**src/rtl/core/pmcc_pkg.sv**
```systemverilog
// shared constants, codes and types of the collision mask checker
package pmcc_pkg;

	localparam int MAX_MASK_WIDTH  = 1024;
	localparam int MAX_MASK_HEIGHT = 1024;
	localparam int MEM_DEPTH       = MAX_MASK_WIDTH * MAX_MASK_HEIGHT;
	localparam int COL_W           = $clog2(MAX_MASK_WIDTH);
	localparam int ROW_W           = $clog2(MAX_MASK_HEIGHT);
	localparam int ADDR_W          = $clog2(MEM_DEPTH);
	localparam int CRD_W           = 14;
	localparam int DIM_W           = 11;
	localparam int RESET_MASK_DIM  = 1024;

	localparam logic [2:0] DIR_LEFT  = 3'd0;
	localparam logic [2:0] DIR_RIGHT = 3'd1;
	localparam logic [2:0] DIR_UP    = 3'd2;
	localparam logic [2:0] DIR_DOWN  = 3'd3;

	localparam logic [1:0] CFG_MASK_WIDTH   = 2'd0;
	localparam logic [1:0] CFG_MASK_HEIGHT  = 2'd1;
	localparam logic [1:0] CFG_MASK_PRESENT = 2'd2;

	typedef enum logic [1:0] {
		FUNC_LOAD  = 2'd0,
		FUNC_QUERY = 2'd1,
		FUNC_MOVE  = 2'd2,
		FUNC_NONE  = 2'd3
	} func_t;

	typedef enum logic [2:0] {
		ST_IDLE,
		ST_SETUP,
		ST_SCAN,
		ST_LAST,
		ST_DONE
	} ctrl_state_t;

	typedef struct packed {
		func_t              func;
		logic signed [11:0] pos_x;
		logic signed [11:0] pos_y;
		logic [9:0]         rect_width;
		logic [9:0]         rect_height;
		logic [2:0]         move_dir;
		logic signed [10:0] move_amount;
		logic [7:0]         red;
		logic [7:0]         green;
		logic [7:0]         blue;
	} req_item_t;

	typedef struct packed {
		logic             we;
		logic [1:0]       index;
		logic [DIM_W-1:0] data;
	} cfg_wr_t;

	typedef struct packed {
		logic capture;
		logic write;
		logic start;
		logic step;
		logic load_imm;
		logic push;
	} dp_cmd_t;

	typedef struct packed {
		logic is_load;
		logic is_query;
		logic need_scan;
		logic scan_last;
		logic out_free;
	} dp_sts_t;

endpackage

```
**src/rtl/core/pmcc_ctrl.sv**
```systemverilog
// controller state machine sequencing load, setup, scan and result
module pmcc_ctrl (
	input  logic              clk,
	input  logic              arst_n,
	input  logic              in_valid,
	output logic              in_ready,
	input  pmcc_pkg::dp_sts_t sts,
	output pmcc_pkg::dp_cmd_t cmd
);
	import pmcc_pkg::*;

	ctrl_state_t state_q;
	ctrl_state_t state_nxt;

	always_ff @(posedge clk or negedge arst_n) begin
		if (!arst_n) begin
			state_q <= ST_IDLE;
		end else begin
			state_q <= state_nxt;
		end
	end

	always_comb begin
		state_nxt = state_q;
		cmd       = '0;
		in_ready  = 1'b0;
		case (state_q)
			ST_IDLE: begin
				in_ready = 1'b1;
				if (in_valid) begin
					cmd.capture = 1'b1;
					state_nxt   = ST_SETUP;
				end
			end
			ST_SETUP: begin
				if (sts.is_load) begin
					cmd.write = 1'b1;
					state_nxt = ST_IDLE;
				end else if (!sts.is_query) begin
					state_nxt = ST_IDLE;
				end else if (sts.need_scan) begin
					cmd.start = 1'b1;
					state_nxt = ST_SCAN;
				end else begin
					cmd.load_imm = 1'b1;
					state_nxt    = ST_DONE;
				end
			end
			ST_SCAN: begin
				cmd.step = 1'b1;
				if (sts.scan_last) begin
					state_nxt = ST_LAST;
				end
			end
			ST_LAST: begin
				state_nxt = ST_DONE;
			end
			ST_DONE: begin
				if (sts.out_free) begin
					cmd.push  = 1'b1;
					state_nxt = ST_IDLE;
				end
			end
			default: begin
				state_nxt = ST_IDLE;
			end
		endcase
	end

	a_push_free: assert property (@(posedge clk) disable iff (!arst_n)
		cmd.push |-> sts.out_free)
		else $error("result pushed into a full output register");

	a_accept_setup: assert property (@(posedge clk) disable iff (!arst_n)
		(state_q == ST_IDLE && in_valid) |=> state_q == ST_SETUP)
		else $error("accepted item not followed by setup");

	a_scan_leaves: assert property (@(posedge clk) disable iff (!arst_n)
		(state_q == ST_SCAN && sts.scan_last) |=> state_q == ST_LAST)
		else $error("scan did not end after its last pixel");

endmodule

```
**config.mk**
```make
export PLATFORM = sky130hd
export DESIGN_NAME = pmcc_ctrl
export DESIGN_NICKNAME = d
export VERILOG_FILES = /design/src/rtl/core/pmcc_pkg.sv /design/src/rtl/core/pmcc_ctrl.sv
export SDC_FILE = /design/constraint.sdc
export NUM_CORES = 1
export LEC_CHECK = 0
export BUFFER_PORTS_ARGS = -buffer_cell sky130_fd_sc_hd__buf_2
export CAP_MARGIN = 10
export CORE_AREA = 2 2 39 41
export DETAILED_ROUTE_END_ITERATION = 8
export DIE_AREA = 0 0 41 43
export HOLD_SLACK_MARGIN = 0.03
export PLACE_DENSITY = 0.47
export SETUP_SLACK_MARGIN = 0.4
export SLEW_MARGIN = 20
export SYNTH_ARGS = -nofsm -noshare
export SYNTH_HDL_FRONTEND = slang
export SYNTH_SLANG_ARGS = --single-unit
```
**constraint.sdc**
```tcl
create_clock -name clk -period 3 [get_ports clk]
set_input_delay 0.3 -clock clk [delete_from_list [all_inputs] [get_ports clk]]
set_output_delay 0.3 -clock clk [all_outputs]
set_load 0.1 [all_outputs]
```
* After elaboration in Yosys (flattened, before gate mapping) *
Index checks and enable logic that the tools add are counted.

cells by class
  add/sub/neg operators = 0
  multiply operators = 0
  div/mod/pow operators = 0
  $lt $le $gt $ge = 0
  equality and inequality tests = 7
  shift operators = 0
  multiplexer cells = 22
  bitwise logic cells = 0
  reductions and logical operators = 2

operators with widths
  operator            number
  $mux 3              6
  $pmux 3 s5          1
  $mux 1              14
  $eq 3x2->1 const B  2
  $ne 2x2->1 const B  3
  $eq 3x1->1 const B  1
  $eq 3x3->1 const B  1
  $logic_not 3->1     1
  $reduce_and 3->1    1
  $mux 2              1

word-level totals
  register bits after elaboration = 3
  latch bits = 0
  bits in writable memories = 0
  memory bits (read-only) = 0
  output and inout port bits = 7
  logic and storage cells = 32
  memories = 0

* Longest topological paths before layout *
Gate-level depths: netlist (run 1).

  depth in word-level cells = 4
  depth in mapped cells = 3
  gate-level depth less buffers = 2

* Least setup slack after synthesis (run 1) *
No wires, ideal clock.

  kind = flip-flop to output port
  start point = reg state_q[1]
  end point = out cmd[5] in the netlist's numbering
  arrival time = 3.539 ns
  slack = -0.839 ns
  stages on the path, launching flop included = 4
  buffers on the path = 1
  cell sequence = dfrtp_1 -> buf_6 -> nor3_1 -> and2_1

RTL lines
  what                    RTL line         RTL
  start, declared         pmcc_ctrl.sv:12  ctrl_state_t state_q;
  start signal, assigned  pmcc_ctrl.sv:19  state_q <= state_nxt;
  end, declared           pmcc_ctrl.sv:8   output pmcc_pkg::dp_cmd_t cmd

==> reports/qor.csv, run 1 <==
metric,value,unit
grt_pass1_wl,848,um
grt-ovfl-total,0,
ys_warn_count,0,
r2r-end,state_q[2],
startpoint_type,flop,
drt_iter0_drc,0,
postSynthAreaPerCell,9.896,um^2
syn_inst,22,
path_class,flop to output port,
place_ws,1265,ps
whs_endpoint,state_q[1],
antenna_cells,0,
ys_seq_elements,3,
synthTopCellsByCount,"nor3_1 (5), dfrtp_1 (3), nor3b_1 (2)",
critPathTopFamily,flip-flops,
synthArstFlopShare,1.000,
final-hold-violation-count,0,
slowest_delay,480,ps
drv_cap,0,
cts_max_level,1,
drv_slew,0,
rsz0062_at_grt,false,
io_pins,15,
crit_required,2700,ps
period_minus_slack,1911,ps
r2r_setup_slack,1780,ps
top_regs,state_q x3,
grt_max_degree,10,
layout.nets,49,
yosysSeqAreaShare,0.3448,
gp_congestion,0.6810,
worstHoldPathCells,2,
vias,227,
p_leak,0.1813,nW
portBuffers,14,
synth_top_area_cell,dfrtp_1,
min_period_over_period,0.6369,
multiInputGateArea,147.6,um^2
largest_register_ffs,3,
clk_pin_slew,40,ps
timing.critical_path.buf_inv,1,
fmax,0.5234,GHz
slowest_stage,dfrtp_1,
hp-class,primary input to flop,
setup_viol_count_final,0,
rows,14,
antenna_found_initial,0,
die_y,43,um
hold-worst-slack,341.5,ps
cellPowerDensity,1151,mW/mm^2
layout-drive-gt1-share,0.5750,
netlist_area,217.7,um^2
path_cells,nor3b_1 > and4_1 > buf_2,
hp-start,sts[3],
timing.final.ws_setup,1089,ps
routedWlPerCell,8.893,um
slew_headroom,0.6783,
cts.sinks,3,
worstPathArrival,1610,ps
fill_cells,152,
end_kind,output port,
drt-pass1-iter-count,1,
final_cells,56,
synth_edf_count,0,
cts_tree,built,
drc_errors,0,
reg2reg_depth,2,
ir_drop,0.0005505,V
worst_pin_slew,485.8,ps
setup_tns,0,ps
finalClockSkew,1.039,ps
grt_use_total,0.07863,
synth_area_leaders,"dfrtp_1 (34%), nor3_1 (11%), nor3b_1 (6.9%), or4b_4 (6.3%), o211ai_2 (5.7%)",
cts_made_buffers,3,
top_register,state_q,
reg2reg_from,state_q[1],
place_inst,51,
ctsLongestPathBuffers,2,
cts_setup_buffers,0,
final-seq-area,75.07,um^2
die_area,0.001763,mm^2
synthDistinctLibCells,15,
die_w,41,um
grt_pass1_vias,221,
root_buffer,clkbuf_4,
initial_core_util,0.1573,
status,"complete, no violations",
insertion_delay,230,ps
via_per_inst,4.054,
yosysTopAreaCellShare,0.3448,
synth_nets,30,
synth-main-ff-cell,dfrtp_1,
yosysMostFrequentCell,nor3_1,
area_growth,62.07,%
antenna_left,0,
wl,498,um
crit_fanout,8,
coreArea,0.001384,mm^2
## layout make-up
cell class | count | area share
Clock buffer | 4 | 0.07447
Tap cell | 16 | 0.05674
Timing Repair Buffer | 15 | 0.2270
Sequential cell | 3 | 0.2128
Multi-Input combinational cell | 17 | 0.4184
Inverter | 1 | 0.01064
## cells in the final DEF (no fill, tap or decap)
master         count
nor3_2             3
mux2i_1            1
inv_1              1
dfrtp_1            3
clkbuf_1           1
nand2b_1           1
nand3b_1           1
and4_1             1
nor3b_2            1
nor3b_1            1
clkbuf_4           3
nand2_1            1
or3b_1             1
a41o_1             1
and2_1             1
buf_2             14
o211ai_2           1
nor3_1             2
or4b_4             1
dlygate4sd3_1      1
## worst max path at each step
stage,from,to,slack [ps],cells past startpoint
after floorplan,state_q[1],cmd[5],80,3
after global placement,sts[2],cmd[1],1270,4
after detailed placement,sts[2],cmd[1],1260,4
after CTS,state_q[0],cmd[3],1060,3
after global routing,state_q[0],cmd[3],1020,3
final,state_q[0],cmd[3],1090,3
## cell families after synthesis
kind of cell	share of synthesized area
buffers and inverters	0.06895
AND/OR/NAND/NOR	0.4368
AO/OA/AOI/OAI	0.1034
multiplexers	0.04598
flip-flops	0.3448
## stage by stage
stage | total power, mW | utilization | area, um^2
final | 0.4060 | 0.2550 | 352.8
after global routing | 0.4262 | 0.2550 | 352.8
after CTS | 0.4122 | 0.2550 | 352.8
after detailed placement | 0.3361 | 0.2288 | 316.6
after global placement | 0.3359 | 0.2288 | 316.6
after floorplan | 0.3063 | - | 237.7
## repair_timing
| action | in CTS | in global routing |
|---|---|---|
| hold buffers | 1 | 0 |
| hold endpoints to repair | 3 | 0 |
| resized for setup | 0 | 0 |
## layer usage
layer,part of all wire,vias up,track usage
met4,0,0,0.08000
met1,0.42,99,0.08469
met5,0,-,0
met2,0.51,8,0.1063
li1,-,120,-
met3,0.070,0,0.03141
## power by group
part	switching, mW	leakage (nW)	internal (mW)	total [mW]
registers	0.0305	0.0398	0.0524	0.0829
logic	0.203	0.126	0.0498	0.252
clock network	0.0208	0.0150	0.0498	0.0707
Note: power is estimated with default switching activity, not from simulation.
==> run 2, diff against run 1 <==
Settings changed: ABC_AREA from default to 1, PLACE_DENSITY 0.47 to 0.46.
Clock period 3 ns to 1.8 ns, I/O delays scaled along.
==> run 2 against run 1 <==
Effect of this change:
- global-route usage rose by 0.19 points
- utilization rose by 16 points
- final cell count rose by 29%
- synthesized area fell by 3.4%
- non-clock buffer count rose by 7
==> reports/qor.csv, run 2 <==
metric,value,unit,change
cts.sinks,3,,unchanged
path_cells,nor2_4 > inv_4 > nor3_4 > buf_12,,
setup_viol_count_final,0,,unchanged
cts_tree,built,,
insertion_delay,230,ps,about the same
syn_inst,30,,+36%
initial_core_util,0.1519,,-0.005425
synth_compound_area_frac,0.02976,,-0.07369
portBuffers,14,,unchanged
period_minus_slack,1446,ps,
startpoint_type,flop,,
rows,14,,unchanged
worst_pin_slew,206.5,ps,-279.3 ps
synth_xor_area_frac,0,,unchanged
yosysMostFrequentCell,nor2_1,,
netlist_area,210.2,um^2,-3.4%
die_w,41,um,unchanged
drv_cap,0,,unchanged
grt_use_total,0.08048,,+0.001854
die_y,43,um,unchanged
die_area,0.001763,mm^2,unchanged
crit_fanout,5,,-3
largest_register_ffs,3,,unchanged
yosysTopAreaCellShare,0.3571,,+0.01232
grt_pass1_vias,264,,+19%
via_per_inst,4.000,,-1.3%
antenna_left,0,,unchanged
drt-pass1-iter-count,2,,+1
synth_fa_ha_area_frac,0,,unchanged
synth_nets,38,,+27%
setup_tns,0,ps,unchanged
ys_warn_count,0,,unchanged
antenna_found_initial,0,,unchanged
yosys.area_share.simple,0.5060,,+0.06917
synth-main-ff-cell,dfrtp_1,,
synthDistinctLibCells,12,,-3
routedWlPerCell,8.694,um,-2.2%
synth_area_leaders,"dfrtp_1 (36%), nor2_1 (13%), nand3_1 (9.5%), nand3_2 (9.5%), inv_1 (7.1%)",,
hp-class,primary input to async pin,,
status,"complete, no violations",,
finalClockSkew,1.052,ps,+0.01295 ps
synth_edf_count,0,,unchanged
final_cell_mix,"buf_2 (7), nor2_4 (6), buf_12 (6), buf_4 (6)",,
synth_mux_area_frac,0,,-0.04598
rsz0062_at_grt,true,,
slew_headroom,0.8613,,+0.1829
end_kind,output port,,
vias,288,,+27%
layout-drive-gt1-share,0.6964,,+0.1214
grt_pass1_wl,910,um,+7.3%
synth_top_family_by_area,simple AND/OR/NAND/NOR gates,,
cts_max_level,1,,unchanged
worstPathArrival,1270,ps,-340 ps
hold-worst-slack,267.8,ps,-73.69 ps
drt_iter0_drc,1,,+1
clk_pin_slew,40,ps,about the same
final-hold-violation-count,0,,unchanged
path_class,flop to output port,,
yosysSeqAreaShare,0.3571,,+0.01232
postSynthAreaPerCell,7.007,um^2,-29%
ctsLongestPathBuffers,2,,unchanged
wl,626,um,+26%
synthTopCellsByCount,"nor2_1 (7), inv_1 (4), nand3_1 (4), dfrtp_1 (3)",,
fmax,0.6915,GHz,
layout_commonest_cell,buf_2,,
area_growth,173.2,%,
slowest_delay,460,ps,-20 ps
synthArstFlopShare,1.000,,unchanged
min_period_over_period,0.8034,,
slowest_stage,dfrtp_2,,
grt-ovfl-total,0,,unchanged
gp_congestion,0.6325,,-7.1%
coreArea,0.001384,mm^2,unchanged
synth_top_area_cell,dfrtp_1,,
grt_max_degree,6,,-4
post-dp-hpwl,454.1,um,
top_regs,state_q x3,,
drv_slew,0,,unchanged
top_register,state_q,,
final_core_util,0.4150,,+0.1600
root_buffer,clkbuf_4,,
crit_required,1620,ps,-1080 ps
antenna_cells,0,,unchanged
ys_seq_elements,3,,unchanged
drc_errors,0,,unchanged
layout.nets,65,,+33%
cts_made_buffers,3,,unchanged
io_pins,15,,unchanged
-- run 2: cell count changes after synthesis, moves of 2 or more --
cell / previous run / this run
nor3_1: 5 / 1
inv_1: 1 / 4
nand3_1: 0 / 4
inv_2: 0 / 2
nor3b_1: 2 / 0
nor2_1: 0 / 7
nand3_2: 0 / 2
-- run 2: path summary, 6_finish.rpt --
| check | from | endpoint | slack [ps] | cells past startpoint |
|---|---|---|---|---|
| max reg2reg | state_q[0] | state_q[0] | 440 | 8 |
| min in group clk | sts[0] | state_q[2] | 280 | 4 |
| min | arst_n | state_q[1] | 270 | 2 |
| min reg2reg | state_q[2] | state_q[2] | 630 | 2 |
| max in group asynchronous | arst_n | state_q[0] | 1420 | 2 |
| max | state_q[0] | cmd[5] | 350 | 4 |
-- run 2: critical path, delay by kind of cell, from the launching register on --
| family | cells | cell delay (ps) |
|---|---|---|
| buffers and inverters | 2 | 270 |
| and+or+nand+nor | 2 | 310 |
| DFF | 1 | 460 |
-- run 2: cell type report --
cell class                      count  area [um^2]
Clock buffer                        4        26.28
Fill cell                         140        809.5
Inverter                            6        25.02
Multi-Input combinational cell     21        193.9
Sequential cell                     3        76.32
Tap cell                           16        20.02
Timing Repair Buffer               22        232.7
-- run 2: repair_timing --
action	CTS	global route
buffers inserted	5	1
pin swaps	2	2
hold buffers	1	0
endpoints found under the hold margin	3	0
setup endpoints to repair	7	7
gates resized for setup	17	4
-- run 2: logic make-up after synthesis --
logic type,Yosys count
AND/OR/NAND/NOR,20
AO/OA/AOI/OAI,1
flip-flops,3
buffers and inverters,6
-- run 2: per-stage QoR --
stage / instance area (um^2) / worst slack (ps) / cells
after floorplan: 274.0 / 95.99 / 30
after global placement: 416.7 / 374.4 / 61
after detailed placement: 416.7 / 347.9 / 61
after CTS: 555.5 / 320.7 / 71
after global routing: 574.3 / 303.7 / 72
final: 574.3 / 353.9 / 72
-- run 2: per-layer routing --
layer | track usage | part of all wire
met3 | 0.01571 | 0.043
met4 | 0.08000 | 0
met2 | 0.1156 | 0.58
met1 | 0.09061 | 0.37
met5 | 0 | 0
Power of run 2 is left out: the tool's default activity adds up to more than one toggle a clock period on the data nets, which glitch-free logic cannot reach.
==> run 3, diff against run 2 <==
Clock period 1.8 ns to 1.5 ns, I/O delays scaled along.
==> run 3 against run 2 <==
Effect of this change:
- die area is the same
- utilization up 4.9 points
- first-iteration DRC count did not move
- non-clock buffer count increased by 3
- sequential cell count unchanged
- hold slack lost 24 ps
- clock-buffer cell count stayed put
- final cell count grew 4.2%
- via count grew 2.1%
- critical endpoint unchanged
- largest cell class unchanged
==> reports/qor.csv, run 3 (same netlist as run 2, synthesis figures left out) <==
metric,value,unit,change
antenna_cells,0,,unchanged
insertion_delay,230,ps,about the same
initial_core_util,0.1519,,unchanged
ctsLongestPathBuffers,2,,unchanged
cts.sinks,3,,unchanged
antenna_left,0,,unchanged
layout.nets,68,,+4.6%
routedWlPerCell,8.640,um,-0.63%
final_cell_mix,"buf_12 (8), nor2_4 (7), buf_2 (7)",,
crit_fanout,3,,-2
grt_pass1_wl,966,um,+6.2%
place_area,476.7,um^2,+14%
drt_iter0_drc,1,,unchanged
vias,294,,+2.1%
final-seq-area,77.57,um^2,+1.6%
portBuffers,14,,unchanged
hold-worst-slack,243.5,ps,-24.34 ps
r2r-end,state_q[0],,
drv_cap,0,,unchanged
finalClockSkew,2.013,ps,+0.9609 ps
period_minus_slack,1416,ps,
status,"complete, no violations",,
die_y,43,um,unchanged
wl,648,um,+3.5%
startpoint_type,flop,,
slew_headroom,0.8256,,-0.03566
place_ws,165.9,ps,-182.1 ps
grt_pass1_vias,267,,+1.1%
setup_viol_count_final,0,,unchanged
setup_tns,0,ps,unchanged
area_growth,205.4,%,
coreArea,0.001384,mm^2,unchanged
root_buffer,clkbuf_4,,
die_area,0.001763,mm^2,unchanged
worst_pin_slew,259.6,ps,+53.09 ps
top_register,state_q,,
multiInputGateArea,209.0,um^2,+7.7%
cellPowerDensity,2446,mW/mm^2,
rows,14,,unchanged
io_pins,15,,unchanged
layout_commonest_cell,buf_12,,
grt_use_total,0.08367,,+0.003186
drc_errors,0,,unchanged
hp-class,primary input to async pin,,
place_inst,61,,unchanged
worstPathArrival,1270,ps,about the same
fill_cells,126,,-10%
grt_max_degree,6,,unchanged
ir_drop,0.001341,V,
cts_made_buffers,3,,unchanged
final_cells,75,,+4.2%
largest_register_ffs,3,,unchanged
post-dp-hpwl,474.4,um,+4.5%
end_kind,output port,,
final-hold-violation-count,0,,unchanged
grt-ovfl-total,0,,unchanged
path_class,flop to output port,,
p_leak,0.2883,nW,
timing.final.ws_setup,84.02,ps,-269.9 ps
reg2reg_depth,8,,unchanged
cts_max_level,1,,unchanged
drt-pass1-iter-count,2,,unchanged
drv_slew,0,,unchanged
min_period_over_period,0.9440,,
crit_required,1350,ps,-270 ps
rsz0062_at_grt,true,,
clk_pin_slew,40,ps,about the same
antenna_found_initial,0,,unchanged
gp_congestion,0.7431,,+17%
stdcell_area,641.9,um^2,+12%
via_per_inst,3.920,,-2.0%
fmax,0.7062,GHz,
layout-drive-gt1-share,0.7797,,+0.08323
reg2reg_from,state_q[1],,
top_regs,state_q x3,,
r2r_setup_slack,270,ps,-170 ps
cts_tree,built,,
die_w,41,um,unchanged
run 3: per-layer routing:
metal | track usage | share of wire
met1 | 0.09772 | 0.41
met2 | 0.1281 | 0.56
met3 | 0 | 0.034
met4 | 0.08000 | 0
met5 | 0 | 0
run 3: where the power goes:
group	total, mW	internal [mW]	switching [mW]	leakage (nW)
sequential	0.164	0.116	0.0474	0.0367
clock	0.140	0.0996	0.0401	0.0150
combinational	1.27	0.535	0.732	0.237
run 3: layout make-up:
cell class,instances,share of cell area
flip-flops and latches,3,0.1209
well taps,16,0.03119
inverters,6,0.03899
multi-input cells,21,0.3255
repair buffers,25,0.4425
clock buffers,4,0.04094
run 3: repair_timing:
action	in CTS	in global routing
pin swaps	3	5
hold buffers	1	0
cloned	0	0
resized for setup	7	7
endpoints found under the hold margin	3	0
buffers inserted	8	1
endpoints found under the setup margin	8	9
run 3: metrics by stage:
stage            util  total power, mW
6_report       0.4638            1.570
3_3_place_gp   0.3445            1.114
5_1_grt        0.4638            1.647
4_1_cts        0.4412            1.535
3_5_place_dp   0.3445            1.118
2_1_floorplan       -           0.8157
run 3: worst max path at each step:
stage	start	to	slack (ps)
after CTS	state_q[0]	cmd[5]	70
after detailed placement	state_q[2]	cmd[1]	170
final	state_q[1]	cmd[5]	80
after floorplan	state_q[0]	cmd[0]	-170
after global placement	state_q[2]	cmd[3]	180
after global routing	state_q[1]	cmd[5]	40
run 3: critical path: stages (launching register included):
cell and delay (ps):
dfrtp_1 380, buf_6 130, buf_6 110, nor3_4 200, buf_12 200
